File: config.mk
export PLATFORM = sky130hd
export DESIGN_NAME = scsi_cdb_command_decoder
export DESIGN_NICKNAME = d
export VERILOG_FILES = /design/src/hdl/scsi_cdb_pkg.sv /design/src/hdl/scsi_cdb_command_decoder.sv /design/src/hdl/scsi_cdb_decode.sv
export SDC_FILE = /design/constraint.sdc
export NUM_CORES = 2
export LEC_CHECK = 0
export BUFFER_PORTS_ARGS = -buffer_cell sky130_fd_sc_hd__buf_4
export CAP_MARGIN = 20
export CORE_MARGIN = 2
export CORE_UTILIZATION = 31
export CTS_CLUSTER_SIZE = 16
export DETAILED_ROUTE_END_ITERATION = 10
export GPL_TIMING_DRIVEN = 0
export PLACE_DENSITY = 0.57
export SLEW_MARGIN = 20
export SYNTH_ARGS = -nofsm -noshare
export SYNTH_HDL_FRONTEND = slang
export SYNTH_SLANG_ARGS = --single-unit
File: constraint.sdc
create_clock -name clk -period 24.3 [get_ports clk]
set_input_delay 4.86 -clock clk [delete_from_list [all_inputs] [get_ports clk]]
set_output_delay 4.86 -clock clk [all_outputs]
set_load 0.05 [all_outputs]
File: src/hdl/scsi_cdb_pkg.sv
package scsi_cdb_pkg;

    // command opcodes
    localparam logic [7:0] OP_TEST_UNIT_READY  = 8'h00;
    localparam logic [7:0] OP_READ_6           = 8'h08;
    localparam logic [7:0] OP_WRITE_6          = 8'h0A;
    localparam logic [7:0] OP_INQUIRY          = 8'h12;
    localparam logic [7:0] OP_READ_CAPACITY_10 = 8'h25;
    localparam logic [7:0] OP_READ_10          = 8'h28;
    localparam logic [7:0] OP_WRITE_10         = 8'h2A;
    localparam logic [7:0] OP_VERIFY_10        = 8'h2F;
    localparam logic [7:0] OP_SYNC_CACHE_10    = 8'h35;
    localparam logic [7:0] OP_MODE_SENSE_10    = 8'h5A;
    localparam logic [7:0] OP_READ_CAPACITY_16 = 8'h9E;
    localparam logic [7:0] OP_REPORT_LUNS      = 8'hA0;

    // actions
    localparam logic [2:0] ACT_COMPLETE = 3'd0;
    localparam logic [2:0] ACT_READ     = 3'd1;
    localparam logic [2:0] ACT_WRITE    = 3'd2;
    localparam logic [2:0] ACT_FLUSH    = 3'd3;
    localparam logic [2:0] ACT_REPLY    = 3'd4;
    localparam logic [2:0] ACT_ILLEGAL  = 3'd5;

    // reply kinds
    localparam logic [3:0] RK_NONE       = 4'd0;
    localparam logic [3:0] RK_INQUIRY    = 4'd1;
    localparam logic [3:0] RK_CONTROL    = 4'd2;
    localparam logic [3:0] RK_RECOVERY   = 4'd3;
    localparam logic [3:0] RK_CACHING    = 4'd4;
    localparam logic [3:0] RK_ALL_PAGES  = 4'd5;
    localparam logic [3:0] RK_CAPACITY10 = 4'd6;
    localparam logic [3:0] RK_CAPACITY16 = 4'd7;
    localparam logic [3:0] RK_LUNS_BASE  = 4'd8;

    // reply lengths in bytes
    localparam logic [5:0] LEN_INQUIRY    = 6'd36;
    localparam logic [5:0] LEN_CONTROL    = 6'd20;
    localparam logic [5:0] LEN_RECOVERY   = 6'd20;
    localparam logic [5:0] LEN_CACHING    = 6'd28;
    localparam logic [5:0] LEN_ALL_PAGES  = 6'd52;
    localparam logic [5:0] LEN_CAPACITY10 = 6'd8;
    localparam logic [5:0] LEN_CAPACITY16 = 6'd32;
    localparam logic [5:0] LEN_LUNS       = 6'd40;

    // mode pages
    localparam logic [5:0] PAGE_CONTROL  = 6'h0A;
    localparam logic [5:0] PAGE_RECOVERY = 6'h01;
    localparam logic [5:0] PAGE_CACHING  = 6'h08;
    localparam logic [5:0] PAGE_ALL      = 6'h3F;

    // well-known logical units and their inquiry index
    localparam logic [7:0] LUN_NORMAL      = 8'h00;
    localparam logic [7:0] LUN_REPORT_LUNS = 8'h81;
    localparam logic [7:0] LUN_DEVICE      = 8'hD0;
    localparam logic [7:0] LUN_BOOT        = 8'hB0;
    localparam logic [7:0] LUN_RPMB        = 8'hC4;

    localparam logic [2:0] UNIT_NORMAL      = 3'd0;
    localparam logic [2:0] UNIT_REPORT_LUNS = 3'd1;
    localparam logic [2:0] UNIT_DEVICE      = 3'd2;
    localparam logic [2:0] UNIT_BOOT        = 3'd3;
    localparam logic [2:0] UNIT_RPMB        = 3'd4;

    // report luns selects
    localparam logic [7:0] LUNS_SELECT_MAX = 8'd2;

    // register indexes
    localparam logic [1:0] REG_LBA_SIZE      = 2'd0;
    localparam logic [1:0] REG_LBAS_PER_PAGE = 2'd1;
    localparam logic [1:0] REG_TOTAL_PAGES   = 2'd2;

    // register reset values
    localparam logic [16:0] LBA_SIZE_RST      = 17'd4096;
    localparam logic [6:0]  LBAS_PER_PAGE_RST = 7'd4;
    localparam logic [39:0] TOTAL_PAGES_RST   = 40'd1048576;

    // one item as it travels down the pipeline
    typedef struct packed {
        logic [2:0]  action;
        logic [31:0] start_lba;
        logic [15:0] block_count;
        logic [3:0]  reply_kind;
        logic [5:0]  reply_length;
        logic [2:0]  unit_index;
        logic        flush_wait;
        logic        map_en;
        logic        verify_chk;
        logic        cap10;
        logic        cap16;
        logic [45:0] last_lba;
        logic [31:0] byte_length;
        logic [21:0] byte_offset;
        logic [31:0] quo;
        logic [6:0]  rem;
        logic [16:0] numer;
        logic [15:0] page_q;
    } item_t;

    // one restoring division step: returns {quotient bit, remainder}
    function automatic logic [7:0] div_bit(input logic [6:0] rem, input logic nb,
                                           input logic [6:0] d);
        logic [7:0] t;
        logic [7:0] diff;
        t    = {rem, nb};
        diff = t - {1'b0, d};
        if (t >= {1'b0, d})
            div_bit = {1'b1, diff[6:0]};
        else
            div_bit = {1'b0, t[6:0]};
    endfunction

    // eight division steps: returns {quotient byte, remainder}
    function automatic logic [14:0] div_byte(input logic [6:0] rem, input logic [7:0] nb,
                                             input logic [6:0] d);
        logic [6:0] r;
        logic [7:0] q;
        logic [7:0] s;
        r = rem;
        q = '0;
        for (int i = 7; i >= 0; i--)
        begin
            s    = div_bit(r, nb[i], d);
            q[i] = s[7];
            r    = s[6:0];
        end
        div_byte = {q, r};
    endfunction

endpackage

File: src/hdl/scsi_cdb_command_decoder.sv
// SCSI command block decoder. Takes one ten-byte command block and a LUN per
// item and returns one result item: the action, the decoded LBA range mapped
// onto internal pages, and the reply kind and length for answered commands.
// An item is taken in every cycle unless a stalled output backs up to the input;
// it passes through eight register stages, a depth set by the division by blocks
// per page, which runs eight quotient bits per stage (four stages for the start
// page, two more for the page count). A stalled output holds only the full
// stages behind it, so bubbles close up. Blocks per page of zero acts as one.
// The user must write registers only while no item is in flight; not enforced.
module scsi_cdb_command_decoder
    import scsi_cdb_pkg::*;
(
    input  logic        clk,
    input  logic        rst_n,
    // configuration
    input  logic        cfg_we,
    input  logic [1:0]  cfg_index,
    input  logic [39:0] cfg_data,
    // input channel
    input  logic        in_valid,
    output logic        in_stall,
    input  logic [63:0] cdb_head,
    input  logic [15:0] cdb_tail,
    input  logic [7:0]  unit_number,
    // output channel
    output logic        out_valid,
    input  logic        out_stall,
    output logic [2:0]  action,
    output logic [31:0] start_lba,
    output logic [15:0] block_count,
    output logic [31:0] start_page,
    output logic [15:0] page_count,
    output logic [21:0] byte_offset,
    output logic [31:0] byte_length,
    output logic [3:0]  reply_kind,
    output logic [5:0]  reply_length,
    output logic [2:0]  unit_index,
    output logic [45:0] last_lba,
    output logic        flush_wait
);

    logic [16:0] lba_size_reg;
    logic [6:0]  lbas_per_page_reg;
    logic [39:0] total_pages_reg;
    logic [46:0] total_lbas_reg;
    logic [46:0] total_lbas_next;
    logic [6:0]  ratio;

    logic [8:1]  vld_reg;
    logic [8:1]  rdy;

    item_t dec;
    item_t s1_reg, s2_reg, s3_reg, s4_reg, s5_reg, s6_reg, s7_reg, s8_reg;
    item_t s2_next, s3_next, s4_next, s5_next, s6_next, s7_next, s8_next;

    logic [14:0] d2, d3, d4, d5, d7, d8;
    logic [7:0]  d7_top;
    logic [32:0] blen_full;
    logic [46:0] need_lbas;
    logic [46:0] last_full;
    logic [23:0] boff_full;

    // configuration registers
    always_ff @(posedge clk or negedge rst_n)
    begin
        if (!rst_n)
        begin
            lba_size_reg      <= LBA_SIZE_RST;
            lbas_per_page_reg <= LBAS_PER_PAGE_RST;
            total_pages_reg   <= TOTAL_PAGES_RST;
        end
        else if (cfg_we)
        begin
            unique case (cfg_index)
                REG_LBA_SIZE:      lba_size_reg      <= cfg_data[16:0];
                REG_LBAS_PER_PAGE: lbas_per_page_reg <= cfg_data[6:0];
                REG_TOTAL_PAGES:   total_pages_reg   <= cfg_data;
                default:           ;
            endcase
        end
    end

    // device size in blocks, follows the registers
    assign total_lbas_next = {7'd0, total_pages_reg} * {40'd0, lbas_per_page_reg};

    always_ff @(posedge clk)
    begin
        total_lbas_reg <= total_lbas_next;
    end

    assign ratio = (lbas_per_page_reg == 7'd0) ? 7'd1 : lbas_per_page_reg;

    // stage readiness, a stage moves when empty or when the next one moves
    always_comb
    begin
        rdy[8] = !vld_reg[8] || !out_stall;
        for (int k = 7; k >= 1; k--)
        begin
            rdy[k] = !vld_reg[k] || rdy[k+1];
        end
    end

    assign in_stall = !rdy[1];

    always_ff @(posedge clk or negedge rst_n)
    begin
        if (!rst_n)
        begin
            vld_reg <= '0;
        end
        else
        begin
            if (rdy[1])
                vld_reg[1] <= in_valid;
            for (int k = 2; k <= 8; k++)
            begin
                if (rdy[k])
                    vld_reg[k] <= vld_reg[k-1];
            end
        end
    end

    // stage 1: command decode
    scsi_cdb_decode u_decode (
        .cdb_head    (cdb_head),
        .cdb_tail    (cdb_tail),
        .unit_number (unit_number),
        .item        (dec)
    );

    // stage 2: byte length, verify range, capacity, start page bits 31..24
    always_comb
    begin
        s2_next   = s1_reg;
        blen_full = {17'd0, s1_reg.block_count} * {16'd0, lba_size_reg};
        need_lbas = {15'd0, s1_reg.start_lba} + {31'd0, s1_reg.block_count};
        last_full = total_lbas_reg - 47'd1;
        d2        = div_byte(7'd0, s1_reg.start_lba[31:24], ratio);

        s2_next.byte_length = blen_full[31:0];
        if (s1_reg.verify_chk && (need_lbas > total_lbas_reg))
            s2_next.action = ACT_ILLEGAL;
        if (s1_reg.cap10)
            s2_next.last_lba = {14'd0, last_full[31:0]};
        else if (s1_reg.cap16)
            s2_next.last_lba = last_full[45:0];
        else
            s2_next.last_lba = '0;
        s2_next.quo = {d2[14:7], 24'd0};
        s2_next.rem = d2[6:0];
    end

    // stages 3 to 5: remaining start page bits
    always_comb
    begin
        s3_next     = s2_reg;
        d3          = div_byte(s2_reg.rem, s2_reg.start_lba[23:16], ratio);
        s3_next.quo = {s2_reg.quo[31:24], d3[14:7], 16'd0};
        s3_next.rem = d3[6:0];
    end

    always_comb
    begin
        s4_next     = s3_reg;
        d4          = div_byte(s3_reg.rem, s3_reg.start_lba[15:8], ratio);
        s4_next.quo = {s3_reg.quo[31:16], d4[14:7], 8'd0};
        s4_next.rem = d4[6:0];
    end

    always_comb
    begin
        s5_next     = s4_reg;
        d5          = div_byte(s4_reg.rem, s4_reg.start_lba[7:0], ratio);
        s5_next.quo = {s4_reg.quo[31:8], d5[14:7]};
        s5_next.rem = d5[6:0];
    end

    // stage 6: byte offset and the rounded-up page numerator
    always_comb
    begin
        s6_next             = s5_reg;
        boff_full           = {17'd0, s5_reg.rem} * {7'd0, lba_size_reg};
        s6_next.byte_offset = boff_full[21:0];
        s6_next.numer       = {10'd0, s5_reg.rem} + {1'b0, s5_reg.block_count} +
                              {10'd0, ratio} - 17'd1;
    end

    // stage 7: page count bits 16..8, the top bit falls outside the field
    always_comb
    begin
        s7_next        = s6_reg;
        d7_top         = div_bit(7'd0, s6_reg.numer[16], ratio);
        d7             = div_byte(d7_top[6:0], s6_reg.numer[15:8], ratio);
        s7_next.page_q = {d7[14:7], 8'd0};
        s7_next.rem    = d7[6:0];
    end

    // stage 8: page count bits 7..0, mapping fields only for read and write
    always_comb
    begin
        s8_next        = s7_reg;
        d8             = div_byte(s7_reg.rem, s7_reg.numer[7:0], ratio);
        s8_next.page_q = {s7_reg.page_q[15:8], d8[14:7]};
        if (!s7_reg.map_en)
        begin
            s8_next.quo         = '0;
            s8_next.page_q      = '0;
            s8_next.byte_offset = '0;
            s8_next.byte_length = '0;
        end
    end

    // pipeline data registers
    always_ff @(posedge clk)
    begin
        if (rdy[1] && in_valid)
            s1_reg <= dec;
        if (rdy[2] && vld_reg[1])
            s2_reg <= s2_next;
        if (rdy[3] && vld_reg[2])
            s3_reg <= s3_next;
        if (rdy[4] && vld_reg[3])
            s4_reg <= s4_next;
        if (rdy[5] && vld_reg[4])
            s5_reg <= s5_next;
        if (rdy[6] && vld_reg[5])
            s6_reg <= s6_next;
        if (rdy[7] && vld_reg[6])
            s7_reg <= s7_next;
        if (rdy[8] && vld_reg[7])
            s8_reg <= s8_next;
    end

    // result item
    assign out_valid    = vld_reg[8];
    assign action       = s8_reg.action;
    assign start_lba    = s8_reg.start_lba;
    assign block_count  = s8_reg.block_count;
    assign start_page   = s8_reg.quo;
    assign page_count   = s8_reg.page_q;
    assign byte_offset  = s8_reg.byte_offset;
    assign byte_length  = s8_reg.byte_length;
    assign reply_kind   = s8_reg.reply_kind;
    assign reply_length = s8_reg.reply_length;
    assign unit_index   = s8_reg.unit_index;
    assign last_lba     = s8_reg.last_lba;
    assign flush_wait   = s8_reg.flush_wait;

endmodule

File: src/hdl/scsi_cdb_decode.sv
module scsi_cdb_decode
    import scsi_cdb_pkg::*;
(
    input  logic [63:0] cdb_head,
    input  logic [15:0] cdb_tail,
    input  logic [7:0]  unit_number,
    output item_t       item
);

    logic [7:0]  op;
    logic [7:0]  b1;
    logic [7:0]  b2;
    logic [7:0]  b3;
    logic [7:0]  b4;
    logic [7:0]  b5;
    logic [7:0]  b7;
    logic [7:0]  b8;
    logic [15:0] nlb;
    logic        is_read;

    // command bytes
    assign op = cdb_head[63:56];
    assign b1 = cdb_head[55:48];
    assign b2 = cdb_head[47:40];
    assign b3 = cdb_head[39:32];
    assign b4 = cdb_head[31:24];
    assign b5 = cdb_head[23:16];
    assign b7 = cdb_head[7:0];
    assign b8 = cdb_tail[15:8];

    assign is_read = (op == OP_READ_6) || (op == OP_READ_10);

    // opcode decode
    always_comb
    begin
        item = '0;
        nlb  = '0;
        unique case (op) inside
            OP_INQUIRY:
            begin
                unique case (unit_number)
                    LUN_NORMAL:      item.unit_index = UNIT_NORMAL;
                    LUN_REPORT_LUNS: item.unit_index = UNIT_REPORT_LUNS;
                    LUN_DEVICE:      item.unit_index = UNIT_DEVICE;
                    LUN_BOOT:        item.unit_index = UNIT_BOOT;
                    LUN_RPMB:        item.unit_index = UNIT_RPMB;
                    default:         item.unit_index = UNIT_NORMAL;
                endcase
                if (unit_number == LUN_NORMAL || unit_number == LUN_REPORT_LUNS ||
                    unit_number == LUN_DEVICE || unit_number == LUN_BOOT ||
                    unit_number == LUN_RPMB)
                begin
                    item.action       = ACT_REPLY;
                    item.reply_kind   = RK_INQUIRY;
                    item.reply_length = LEN_INQUIRY;
                end
            end
            OP_MODE_SENSE_10:
            begin
                unique case (b2[5:0])
                    PAGE_CONTROL:
                    begin
                        item.action       = ACT_REPLY;
                        item.reply_kind   = RK_CONTROL;
                        item.reply_length = LEN_CONTROL;
                    end
                    PAGE_RECOVERY:
                    begin
                        item.action       = ACT_REPLY;
                        item.reply_kind   = RK_RECOVERY;
                        item.reply_length = LEN_RECOVERY;
                    end
                    PAGE_CACHING:
                    begin
                        item.action       = ACT_REPLY;
                        item.reply_kind   = RK_CACHING;
                        item.reply_length = LEN_CACHING;
                    end
                    PAGE_ALL:
                    begin
                        item.action       = ACT_REPLY;
                        item.reply_kind   = RK_ALL_PAGES;
                        item.reply_length = LEN_ALL_PAGES;
                    end
                    default:
                    begin
                        item.action = ACT_COMPLETE;
                    end
                endcase
            end
            OP_READ_CAPACITY_10:
            begin
                item.action       = ACT_REPLY;
                item.reply_kind   = RK_CAPACITY10;
                item.reply_length = LEN_CAPACITY10;
                item.cap10        = 1'b1;
            end
            OP_READ_CAPACITY_16:
            begin
                item.action       = ACT_REPLY;
                item.reply_kind   = RK_CAPACITY16;
                item.reply_length = LEN_CAPACITY16;
                item.cap16        = 1'b1;
            end
            OP_REPORT_LUNS:
            begin
                item.action       = ACT_REPLY;
                item.reply_length = LEN_LUNS;
                if (b2 <= LUNS_SELECT_MAX)
                    item.reply_kind = RK_LUNS_BASE + b2[3:0];
            end
            OP_READ_6, OP_WRITE_6:
            begin
                nlb              = (b4 == 8'd0) ? 16'd256 : {8'd0, b4};
                item.start_lba   = {11'd0, b1[4:0], b2, b3};
                item.block_count = nlb;
                item.map_en      = (nlb != 16'd0);
                item.action      = is_read ? ACT_READ : ACT_WRITE;
            end
            OP_READ_10, OP_WRITE_10, OP_VERIFY_10, OP_SYNC_CACHE_10:
            begin
                nlb              = {b7, b8};
                item.start_lba   = {b2, b3, b4, b5};
                item.block_count = nlb;
                if (op == OP_VERIFY_10)
                begin
                    item.verify_chk = 1'b1;
                end
                else if (op == OP_SYNC_CACHE_10)
                begin
                    item.action     = ACT_FLUSH;
                    item.flush_wait = !b1[4];
                end
                else if (nlb != 16'd0)
                begin
                    item.map_en = 1'b1;
                    item.action = is_read ? ACT_READ : ACT_WRITE;
                end
            end
            default:
            begin
                item.action = ACT_COMPLETE;
            end
        endcase
    end

endmodule

After elaboration in Yosys (flattened, before gate mapping)
Index checks and enable logic that the tools add are counted.
- add/subtract/negate cells: 55
- multipliers: 3
- divide/modulo/power cells: 0
- magnitude comparators: 51
- equal/unequal tests: 21
- shift operators: 0
- muxes and demuxes: 73
- bitwise operators: 3
- reduce and logical (&&, ||, !) cells: 48
- operators with widths (kind ; number):
    $mux W8 ; 48
    $ge A8 B7 Y1 ; 47
    $sub A7 B7 Y7 ; 47
    $pmux W48 S2 ; 1
    $mux W32 ; 2
    $pmux W10 S5 ; 1
    $eq A8 B8 Y1 const B ; 6
    $gt A33 B47 Y1 ; 1
    $mul A40 B7 Y47 ; 1
    $sub A46 B1 Y46 const B ; 1
    $eq A8 B6 Y1 const B ; 5
    $pmux W9 S4 ; 1
    $add A32 B16 Y33 ; 1
    $mul A16 B17 Y32 ; 1
    $reduce_bool A16 Y1 ; 2
    $mul A7 B17 Y22 ; 1
    $mux W7 ; 3
    $add A17 B7 Y17 ; 1
    $add A7 B16 Y17 ; 1
    $sub A17 B1 Y17 const B ; 1
    $eq A8 B4 Y1 const B ; 2
    $logic_not A8 Y1 ; 2
    $mux W3 ; 5
    $pmux W3 S5 ; 1
    other kinds (27) ; 72
- register bits after elaboration: 1521
- latch bits: 0
- memory bits (writable): 0
- bits in read-only memories: 0
- output and inout bits: 215
- logic and storage cells: 366
- memories kept: 0

Depth between registers and ports, before layout
- depth in word-level cells: 20
- gate-level depth with buffers: 86

Hierarchy
From an unflattened synthesis, not the netlist that was laid out.
- cells, all modules: 7257
- area total of the unflattened synthesis: 90020.1 um^2
- by module, submodules not included (module ; instances ; cells each ; area each (um^2)):
    scsi_cdb_command_decoder ; 1 ; 6937 ; 87740.4
    scsi_cdb_decode ; 1 ; 320 ; 2279.7

Worst setup path after synthesis
Ideal clock, no wire load.
- path kind: in2reg
- start: input out_stall
- end: register s8_reg, in the netlist action[0] (enable)
- arrival time: 20005 ps
- data required time: 23194 ps
- path slack: 3189 ps
- cell stages on the path: 1
- buffers on the path: 0
- path through: a21boi_0
- cells in the longest elaborated chain, start to end: 3
- RTL lines (item ; RTL line ; source):
    from (decl) ; scsi_cdb_command_decoder.sv:27 ; input logic out_stall,
    $logic_not A1 Y1 ; scsi_cdb_command_decoder.sv:96 ; rdy[8] = !vld_reg[8] || !out_stall;
    $logic_or A1 B1 Y1 ; scsi_cdb_command_decoder.sv:96 ;
    $logic_and A1 B1 Y1 ; scsi_cdb_command_decoder.sv:230 ; if (rdy[8] && vld_reg[7])
    to (signal assigned) ; scsi_cdb_command_decoder.sv:231 ; s8_reg <= s8_next;
    to (decl) ; scsi_cdb_command_decoder.sv:53 ; item_t s1_reg, s2_reg, s3_reg, s4_reg, s5_reg, s6_reg, s7_reg, s8_reg;
Every way passes these cells.
A chain may end at the register's enable or synchronous reset.

Worst setup path in the final report
- start: register lbas_per_page_reg[4]
- end: register s7_reg[35] in the netlist's numbering (data pin)
- cells in the longest elaborated chain, start to end: 20
- elaborated cells between the ends (all ways): 29
- those cells by class: 9 x add/sub; 9 x order compare; 10 x mux; 1 x reduce/logical
- RTL lines (item ; RTL line ; source):
    from (decl) ; scsi_cdb_command_decoder.sv:43 ; logic [6:0] lbas_per_page_reg;
    from (signal assigned) ; scsi_cdb_command_decoder.sv:76 ; REG_LBAS_PER_PAGE: lbas_per_page_reg <= cfg_data[6:0];
    $logic_not A7 Y1 ; scsi_cdb_command_decoder.sv:91 ; assign ratio = (lbas_per_page_reg == 7'd0) ? 7'd1 : lbas_per_page_reg;
    $mux W7 * ; scsi_cdb_command_decoder.sv:91 ;
    $sub A1 B7 Y7 or $ge A1 B7 Y1 (tied branches) ; scsi_cdb_pkg.sv:106, scsi_cdb_pkg.sv:107 ;
    $mux W7 ; scsi_cdb_pkg.sv:107 ; if (t >= {1'b0, d})
    $sub A7 B7 Y7 or $ge A8 B7 Y1 (tied branches) ; scsi_cdb_pkg.sv:106, scsi_cdb_pkg.sv:107 ;
    $mux W8 ; scsi_cdb_pkg.sv:107 ;
    $sub A7 B7 Y7 or $ge A8 B7 Y1 (tied branches) ; scsi_cdb_pkg.sv:106, scsi_cdb_pkg.sv:107 ;
    $mux W8 ; scsi_cdb_pkg.sv:107 ;
    [... 5 more ...] ; -- ;
    $mux W8 ; scsi_cdb_pkg.sv:107 ;
    $sub A7 B7 Y7 or $ge A8 B7 Y1 (tied branches) ; scsi_cdb_pkg.sv:106, scsi_cdb_pkg.sv:107 ;
    $mux W8 ; scsi_cdb_pkg.sv:107 ;
    $ge A8 B7 Y1 or $sub A7 B7 Y7 (tied branches) ; scsi_cdb_pkg.sv:107, scsi_cdb_pkg.sv:106 ;
    $mux W8 ; scsi_cdb_pkg.sv:107 ;
    $sub A7 B7 Y7 or $ge A8 B7 Y1 (tied branches) ; scsi_cdb_pkg.sv:106, scsi_cdb_pkg.sv:107 ;
    $mux W8 * ; scsi_cdb_pkg.sv:107 ;
    named net d7[2] ; scsi_cdb_command_decoder.sv:56 ; logic [14:0] d2, d3, d4, d5, d7, d8;
    to (signal assigned) ; scsi_cdb_command_decoder.sv:229 ; s7_reg <= s7_next;
    to (decl) ; scsi_cdb_command_decoder.sv:53 ;
The timed path passes the listed nets; every way through them passes the cells marked *.

==> impl_metrics.yaml <==
outcome:
  status: "complete, no violations"
final_layout:
  seq_area_mm2: 0.0444
  fillCellCount: 27500
  largest_reg_flops: 219
  final_cell_mix: "1386 x edfxtp_1, 791 x inv_1, 670 x nand2_1"
  final_nets: 8928
  multi_input_area_mm2: 0.0405
  area_delta_synth_final_pct: 16.3
  fin_cells: 11600
  mostFrequentLayoutCell: "edfxtp_1"
  drive_gt1_frac: 0.124
placed_design:
  dp_cells: 11200
  dp_hpwl_um: 178000
  gp_congestion: 0.897
  io_buffers: 328
route:
  routedWlPerCell_um: 20.0
  antenna_left: 0
  wl_um: 232000
  vias_per_cell: 4.82
  dr.first_iter.drc_count: 3869
  dr.pass1.iters: 8
  drcViolationCount: 0
  vias: 55700
critical_path:
  r2r_end: "s7_reg[35]"
  path_max_fanout: 30
  r2r_setup_slack_ps: 2820
  reg2reg_depth: 84
  cpMaxStageDelayCell: "mux2i_2"
  cp.arrival_ps: 22050
  cp-end-kind: "flip-flop"
  critical_path.top_delay_family: "compound AO/OA/AOI/OAI gates"
  path_buf_inv: 7
  critPathMaxStageDelay_ps: 630
  path_class: "flip-flop to flip-flop"
  r2r-start: "lbas_per_page_reg[4]"
  required_ps: 24870
  critPathMostFrequentCell: "o21ai_0"
  critPathLaunchType: "flip-flop"
synth:
  yosysSeqAreaShare: 0.501
  syn_area_mm2: 0.0885
  syn-instance-count: 7096
  synth-edff-count: 1386
  synth_cell_type_count: 118
  ys_seq_elements: 1505
  ys_warn_count: 0
  avgSynthCellArea_um2: 12.5
  ys.flop_type: "edfxtp_1"
  synthArstFlopShare: 0.0478
sta:
  fin_crit_sh: 0.884
  setup_viol: 0
  hold_viol: 0
  fmax_mhz: 46.6
  finalClockSkew_ps: 122
  slew-limit-headroom: 0.234
  rsz0062_at_grt: "no"
  worst_pin_slew_ps: 1140
  drv_slew: 0
  period_needed_ps: 21480
floorplan:
  die_h_um: 538
  die_x_um: 538
  initial_utilization: 0.311
  dieArea_mm2: 0.290
  ioPinCount: 350
  rows: 196
  fp.coreArea_mm2: 0.284
grt:
  top_usage_layer: "met2"
  grt-ovfl-total: 0
  grt_pass1_vias: 58200
  groute.layer.met3.usage: 0.0231
  grtUsageMet1: 0.204
  met2_usage: 0.269
  grt_usage: 0.158
  grt_pass1_wl_um: 354000
  antenna_found_initial: 28
  grt_max_degree: 73
clocking:
  numCtsBuffers: 174
  cts_tree: "built"
  clk_path_buf_depth: 4
  cts-root-buf: "clkbuf_16"
  postCtsSetupBuffers: 0
  clk_pin_slew_worst_paths_ps: 60
  clkLatencyLatePin_ps: 910
  cts_resized: 0
  cts_max_level: 4
  clock-sinks: 1505
  hold_buffers: 0
min_path:
  holdPathStages: 0
  min_from: "s6_reg[205]"
  hold_path.class: "flip-flop to flip-flop"
  hold_end: "s7_reg[205]"
job:
  cap_violations: 0
Yosys cell counts (26+ instances only):
cell / count / area, µm²
nand3_1: 77 / 385
o211ai_1: 36 / 270
clkbuf_1: 138 / 518
or3_1: 39 / 244
nand2b_1: 73 / 457
inv_1: 797 / 2990
dfrtp_1: 69 / 1730
nor4_1: 31 / 194
nor2_1: 240 / 901
ha_1: 616 / 7710
o21ai_0: 235 / 1180
nor2b_1: 104 / 651
xnor2_1: 214 / 1870
a21boi_0: 36 / 270
a22o_1: 30 / 263
dfxtp_1: 47 / 941
a211oi_1: 26 / 195
nand2_1: 670 / 2510
and2_1: 351 / 2200
o21bai_1: 38 / 285
edfxtp_1: 1386 / 41600
xor2_1: 102 / 893
fa_1: 523 / 10500
mux2i_1: 74 / 741
a21oi_1: 245 / 1230
a21o_1: 125 / 938
nor3_1: 62 / 310
mux2_2: 187 / 2110
o21a_1: 48 / 360
nand4_1: 61 / 382
worst register-to-register path, delay by kind of cell (launching register included):
| kind | cells | cell delay (ps) |
|---|---|---|
| and+or+nand+nor | 16 | 3490 |
| AOI/OAI and AO/OA | 42 | 9400 |
| adders and majority gates | 10 | 3310 |
| buffers and inverters | 7 | 1110 |
| DFF | 1 | 370 |
| muxes | 9 | 3470 |
cell type report:
| cell class | count | share of cell area |
|---|---|---|
| Sequential cell | 1505 | 0.431 |
| Multi-Input combinational cell | 4613 | 0.393 |
| Tap cell | 3762 | 0.0457 |
| Clock buffer | 204 | 0.0441 |
| Timing Repair Buffer | 381 | 0.0365 |
| Inverter | 812 | 0.0299 |
| Clock inverter | 116 | 0.0128 |
| Buffer | 167 | 0.00665 |
| Antenna cell | 4 | 0.0000973 |
cells by family after synthesis:
| logic type | synth area share |
|---|---|
| adders and majority gates | 0.205 |
| DFF | 0.501 |
| muxes | 0.0353 |
| and+or+nand+nor | 0.104 |
| AOI/OAI and AO/OA | 0.0804 |
| xor gates and xnor gates | 0.0313 |
| buffers and inverters | 0.0422 |
| other | 0.0000424 |
worst max-delay path by stage:
| stage | start | to | slack [ps] | depth (start not counted) |
|---|---|---|---|---|
| 2_1_floorplan | out_stall | action[0] | 3190 | 1 |
| 3_3_place_gp | out_stall | block_count[1] | -7590 | 2 |
| 3_5_place_dp | lbas_per_page_reg[4] | s7_reg[35] | 3070 | 84 |
| 4_1_cts | lbas_per_page_reg[4] | s7_reg[35] | 2880 | 84 |
| 5_1_grt | lbas_per_page_reg[4] | s7_reg[35] | 1200 | 84 |
| 6_report | lbas_per_page_reg[4] | s7_reg[35] | 2820 | 84 |
stage by stage:
| stage | hold WS, ps | instance area (µm²) | utilization | setup TNS [ps] | setup WS, ps |
|---|---|---|---|---|---|
| after floorplan | 400 | 88500 | - | 0 | 3190 |
| after global placement | 401 | 95700 | 0.336 | -1582810 | -7590 |
| after detailed placement | 405 | 97000 | 0.341 | 0 | 3070 |
| after CTS | 376 | 103000 | 0.362 | 0 | 2880 |
| after global routing | 383 | 103000 | 0.362 | 0 | 1200 |
| final | 382 | 103000 | 0.362 | 0 | 2820 |
metal layers:
metal | vias up | part of all wire
li1 | 26100 | -
met1 | 27900 | 0.43
met2 | 1266 | 0.48
met3 | 398 | 0.044
met4 | 16 | 0.039
met5 | - | 0.00044
Power is left out: the tool's default activity adds up to more than one toggle a clock period on the data nets, which glitch-free logic cannot reach.
